### config.mk
export PLATFORM = sky130hd
export DESIGN_NAME = ptcc_ctrl
export DESIGN_NICKNAME = d
export VERILOG_FILES = /design/src/hw/rtl/ptcc_pkg.sv /design/src/hw/rtl/ptcc_ctrl.sv
export SDC_FILE = /design/constraint.sdc
export NUM_CORES = 1
export LEC_CHECK = 0
export BUFFER_PORTS_ARGS = -buffer_cell sky130_fd_sc_hd__buf_2
export CORE_AREA = 2 2 39 41
export CTS_BUF_LIST = sky130_fd_sc_hd__clkbuf_16
export CTS_CLUSTER_DIAMETER = 100
export DETAILED_ROUTE_END_ITERATION = 8
export DIE_AREA = 0 0 41 43
export PLACE_DENSITY = 0.63
export SETUP_SLACK_MARGIN = 0.2
export SYNTH_ARGS = -nofsm -noshare
export SYNTH_HDL_FRONTEND = slang
export SYNTH_SLANG_ARGS = --single-unit
### constraint.sdc
create_clock -name clk -period 2.07 [get_ports clk]
set_input_delay 0.207 -clock clk [delete_from_list [all_inputs] [get_ports clk]]
set_output_delay 0.207 -clock clk [all_outputs]
set_load 0.005 [all_outputs]
### src/hw/rtl/ptcc_pkg.sv
package ptcc_pkg;

  // Fixed field widths
  localparam int ADDR_W = 32;
  localparam int LEN_W  = 6;
  localparam int STAT_W = 2;

  // Longest prefix; longer lengths are clamped to it
  localparam logic [LEN_W-1:0] MAX_LEN = 6'd32;

  // Opcodes
  localparam logic OP_INSERT = 1'b0;
  localparam logic OP_QUERY  = 1'b1;

  // Result status codes
  localparam logic [STAT_W-1:0] ST_INSERTED  = 2'd0;
  localparam logic [STAT_W-1:0] ST_DROPPED   = 2'd1;
  localparam logic [STAT_W-1:0] ST_SEPARABLE = 2'd2;
  localparam logic [STAT_W-1:0] ST_CONFLICT  = 2'd3;

  // Which result the datapath latches on emit
  typedef enum logic [2:0] {
    RES_INSERTED = 3'd0,
    RES_DROPPED  = 3'd1,
    RES_SEP_WALK = 3'd2,
    RES_SEP_FULL = 3'd3,
    RES_CONFLICT = 3'd4
  } res_kind_t;

  // Controller to datapath
  typedef struct packed {
    logic      clr;
    logic      load;
    logic      step;
    logic      create;
    logic      mark;
    logic      emit;
    res_kind_t res_kind;
  } ptcc_cmd_t;

  // Datapath to controller
  typedef struct packed {
    logic is_query;
    logic mark_hit;
    logic at_end;
    logic child_none;
    logic pool_short;
    logic any_inserted;
    logic create_last;
    logic clr_last;
  } ptcc_stat_t;

  // Leading-ones mask of the given length (0 to 32)
  function automatic logic [ADDR_W-1:0] top_mask(input logic [LEN_W-1:0] len);
    return ~({ADDR_W{1'b1}} >> len);
  endfunction

endpackage

### src/hw/rtl/ptcc_ctrl.sv
module ptcc_ctrl
  import ptcc_pkg::*;
(
  input  logic       clk,
  input  logic       rst_n,
  input  logic       start,
  input  ptcc_stat_t stat,
  output ptcc_cmd_t  cmd,
  output logic       busy
);

  typedef enum logic [4:0] {
    S_CLEAR  = 5'b00001,
    S_IDLE   = 5'b00010,
    S_WALK   = 5'b00100,
    S_CREATE = 5'b01000,
    S_MARK   = 5'b10000
  } state_t;

  state_t state_r, state_nxt;

  // State register; reset starts the clearing sweep
  always_ff @(posedge clk) begin
    if (!rst_n) begin
      state_r <= S_CLEAR;
    end else begin
      state_r <= state_nxt;
    end
  end

  assign busy = (state_r != S_IDLE);

  // Next state and commands
  always_comb begin
    state_nxt    = state_r;
    cmd          = '0;
    cmd.res_kind = RES_INSERTED;
    case (state_r)
      S_CLEAR: begin
        cmd.clr = 1'b1;
        if (stat.clr_last) state_nxt = S_IDLE;
      end
      S_IDLE: begin
        if (start) begin
          cmd.load  = 1'b1;
          state_nxt = S_WALK;
        end
      end
      S_WALK: begin
        if (stat.is_query) begin
          if (stat.mark_hit) begin
            cmd.emit     = 1'b1;
            cmd.res_kind = RES_CONFLICT;
            state_nxt    = S_IDLE;
          end else if (stat.at_end) begin
            cmd.emit     = 1'b1;
            cmd.res_kind = stat.any_inserted ? RES_CONFLICT : RES_SEP_FULL;
            state_nxt    = S_IDLE;
          end else if (stat.child_none) begin
            cmd.emit     = 1'b1;
            cmd.res_kind = RES_SEP_WALK;
            state_nxt    = S_IDLE;
          end else begin
            cmd.step = 1'b1;
          end
        end else begin
          if (stat.at_end || stat.child_none) begin
            if (stat.pool_short) begin
              cmd.emit     = 1'b1;
              cmd.res_kind = RES_DROPPED;
              state_nxt    = S_IDLE;
            end else if (stat.at_end) begin
              state_nxt = S_MARK;
            end else begin
              state_nxt = S_CREATE;
            end
          end else begin
            cmd.step = 1'b1;
          end
        end
      end
      S_CREATE: begin
        cmd.create = 1'b1;
        if (stat.create_last) state_nxt = S_MARK;
      end
      S_MARK: begin
        cmd.mark     = 1'b1;
        cmd.emit     = 1'b1;
        cmd.res_kind = RES_INSERTED;
        state_nxt    = S_IDLE;
      end
      default: begin
        state_nxt = S_CLEAR;
      end
    endcase
  end

endmodule

==> run_results.csv <==
group,metric,value,unit
sta,fin_hold_ws,0.207,ns
synthesis,ys_async_sr_fraction,0,%
synthesis,synth.cell_area,477,um2
sta,final-hold-violation-count,0,
floorplan,dieArea,1760,um2
clocking,clk_pin_slew_worst_paths,0.03,ns
grt,grt_overflow,0,
synthesis,yosys_register_bits,5,
sta,worst_slew_pin_slew,0.601,ns
synthesis,synth_enable_flop_cells,0,
synthesis,synth_top_area_cell,"dfxtp_1",
setup_path,timing.reg2reg.worst_path_depth,3,
synthesis,synth.yosys.warnings,0,
floorplan,fp.dieW,41,um
floorplan,coreArea,1380,um2
sta,finalCritPeriodShare,77.3,%
setup_path,timing.critical_path.fanout_max,9,
sta,setup-violations-final,0,
grt,grt_antenna_before_repair,0,
pwr,vdd.ir_drop.worst,0.901,mV
layout,synthToLayoutAreaGrowth,34.6,%
synthesis,post-synth-top-count-cell,"nor2_1",
grt,grt_pass1_vias,431,
sta,fin_tns_setup,0,ns
setup_path,worst_reg2reg_path_endpoint,"state_r[1]",
route,route.vias.total,518,
layout,fin_util,46.4,%
grt,grt_use_total,15.7,%
synthesis,yosys_most_used_dff,"dfxtp_1",
clocking,clock_tree_from_tritoncts,"done",
placement,port-buffer-count,20,
outcome,outcome,"complete, no violations",
setup_path,cp_num_buf_inv,0,
route,drt_first_iter_violations,12,
layout,antennaDiodeCount,0,
route,number_of_routed_nets_with_antenna_violations,0,
setup_path,crit_path_start_kind,"flop",
route,firstDrtPassIters,4,
job,cap_viol_max_count,0,
sta,fin_worst_skew,0.00259,ns
placement,routability_congestion,0.777,
synthesis,syn-instance-count,59,
clocking,cts.sinks,5,
sta,max_clock_freq,0.625,GHz
layout,largest_register_ff_count,5,
synthesis,synth.cells.most_frequent,"12 x nor2_1, 5 x a21oi_1, 5 x dfxtp_1, 5 x inv_1, 3 x buf_6",
setup_path,worst_ep_arrival_time,1.77,ns
hold_path,hold_depth,2,
clocking,post_cts.repair.setup_buffers,0,
setup_path,worstPathRequired,2.24,ns
sta,final_period_minus_worst_setup_slack,1.60,ns
clocking,cts-buffers-inserted,3,
setup_path,timing.critical_path.slowest_cell_delay,0.53,ns
placement,dp_hpwl,921,um
route,avgViaCountPerCell,5.40,
setup_path,worst_r2r_startpoint,"state_r[2]",
synthesis,synth_top_area_share,21.0,%
hold_path,holdCritStartpoint,"rst_n",
hold_path,holdCritPathClass,"in -> reg",
synthesis,synth.net_count,70,
hold_path,holdPathEnd,"state_r[1]",
floorplan,die_height,43,um
grt,grt_start_max_net_pins,10,
route,routed_length_per_instance,12.1,um
setup_path,path_delay_family,"compound AO/OA/AOI/OAI gates",
route,route.detailed.drc,0,
synthesis,netlist_top_cells_area,"dfxtp_1 21%, nor2_1 9.4%, buf_6 7.1%, a21oi_1 5.2%, inv_1 3.9%",
clocking,clock_insertion_delay_worst_skew,0.23,ns
pwr,power_density,1150,nW/um2
sta,tightest_slew_margin_relative_to_the_limit,59.4,%
synthesis,yosys.cell_types.count,28,
placement,place.detailed.instances,92,
floorplan,num_io_pins,21,
clocking,clk_root_buffer_cell,"clkbuf_16",
grt,grt_pass1_wl,1870,um
clocking,clk_path_buf_depth,2,
route,wl,1160,um
setup_path,reg2reg_setup_slack,0.47,ns
layout,total_nets_final,92,
layout,finalNonFillerCells,96,
synthesis,synth_seq_area_share,21.0,%
layout,drive_gt1_share,38.8,%
setup_path,cell_with_the_largest_stage_delay_on_the_worst_path,"o311ai_0",
setup_path,crit_path_cell_trace,"or3_4, o311ai_0, a32o_1",
synthesis,post_synth.cell_area_avg,8.08,um2
setup_path,critPathCaptureType,"flop",
sta,timing_max_transition_violations_final,0,
floorplan,initial_core_util,34.4,%
clocking,cts.hold.buffers_added,0,
pwr,leakagePower,0.304,nW
clocking,post_cts.resized_instances,0,
clocking,cts.htree.levels,1,
layout,top_register,"state_r",
setup_path,worst-setup-path-type,"reg -> reg",
floorplan,rows,14,
layout,biggestRegsByFlops,"state_r x5",
sta,rsz0062_at_grt,"no",
stage by stage:
| stage | setup slack [ns] | power [mW] | cell area [um2] |
|---|---|---|---|
| floorplan | 0.639 | 0.371 | 477 |
| global placement | 0.566 | 0.419 | 563 |
| detailed placement | 0.558 | 0.423 | 563 |
| CTS | 0.494 | 0.739 | 642 |
| global route | 0.394 | 0.774 | 642 |
| finish | 0.471 | 0.737 | 642 |
per-layer routing:
| metal | vias to the layer above | global-route usage [%] | part of all wire [%] |
|---|---|---|---|
| met5 | - | 0 | 0 |
| li1 | 261 | - | - |
| met1 | 236 | 21.3 | 43 |
| met3 | 0 | 7.85 | 7.2 |
| met2 | 21 | 21.6 | 50 |
| met4 | 0 | 4.00 | 0 |
area by class of cell:
type	instances	area [um2]
Timing Repair Buffer	20	100
Multi-Input combinational cell	46	324
Inverter	5	18.8
Fill cell	143	742
Sequential cell	5	100
Clock buffer	3	75.1
Clock inverter	1	3.75
Tap cell	16	20.0
report_power, final:
| group | leakage [nW] | switching [mW] | total, mW | internal, mW |
|---|---|---|---|---|
| sequential | 0.0408 | 0.0380 | 0.156 | 0.118 |
| combinational | 0.221 | 0.131 | 0.268 | 0.138 |
| clock | 0.0423 | 0.0625 | 0.313 | 0.250 |
how the worst max path moves through the flow:
stage	start	slack (ns)	end	cells after the start
6_report	state_r[2]	0.47	state_r[1]	3
2_1_floorplan	state_r[2]	0.64	state_r[1]	5
4_1_cts	state_r[3]	0.49	cmd[3]	4
3_3_place_gp	state_r[2]	0.57	state_r[1]	3
5_1_grt	state_r[3]	0.39	cmd[1]	4
3_5_place_dp	state_r[2]	0.56	state_r[1]	3
cells by family (layout without fill, tap and decap cells):
| group | Yosys count | count (layout) | share of synthesized area [%] |
|---|---|---|---|
| AND/OR/NAND/NOR | 29 | 29 | 40.2 |
| AO/OA/AOI/OAI | 15 | 15 | 23.9 |
| buffers and inverters | 8 | 29 | 11.0 |
| flip-flops | 5 | 5 | 21.0 |
| XOR/XNOR | 1 | 1 | 1.84 |
| multiplexers | 1 | 1 | 2.10 |
cells in the final DEF (no fill, tap or decap), drive strengths merged:
| master | instances |
|---|---|
| nand4 | 2 |
| nand2b | 1 |
| o211ai | 2 |
| nor3 | 3 |
| o21bai | 1 |
| or3 | 2 |
| and4 | 1 |
| mux2i | 1 |
| dfxtp | 5 |
| xor2 | 1 |
| nand3b | 2 |
| and2 | 1 |
| nor3b | 3 |
| buf | 20 |
| a31oi | 1 |
| a211oi | 2 |
| clkbuf | 3 |
| inv | 6 |
| a32o | 1 |
| nand4b | 2 |
| o311ai | 1 |
| o21ai | 2 |
| a21oi | 5 |
| nor2 | 12 |
No activity file was read; power rests on OpenSTA's default activity.
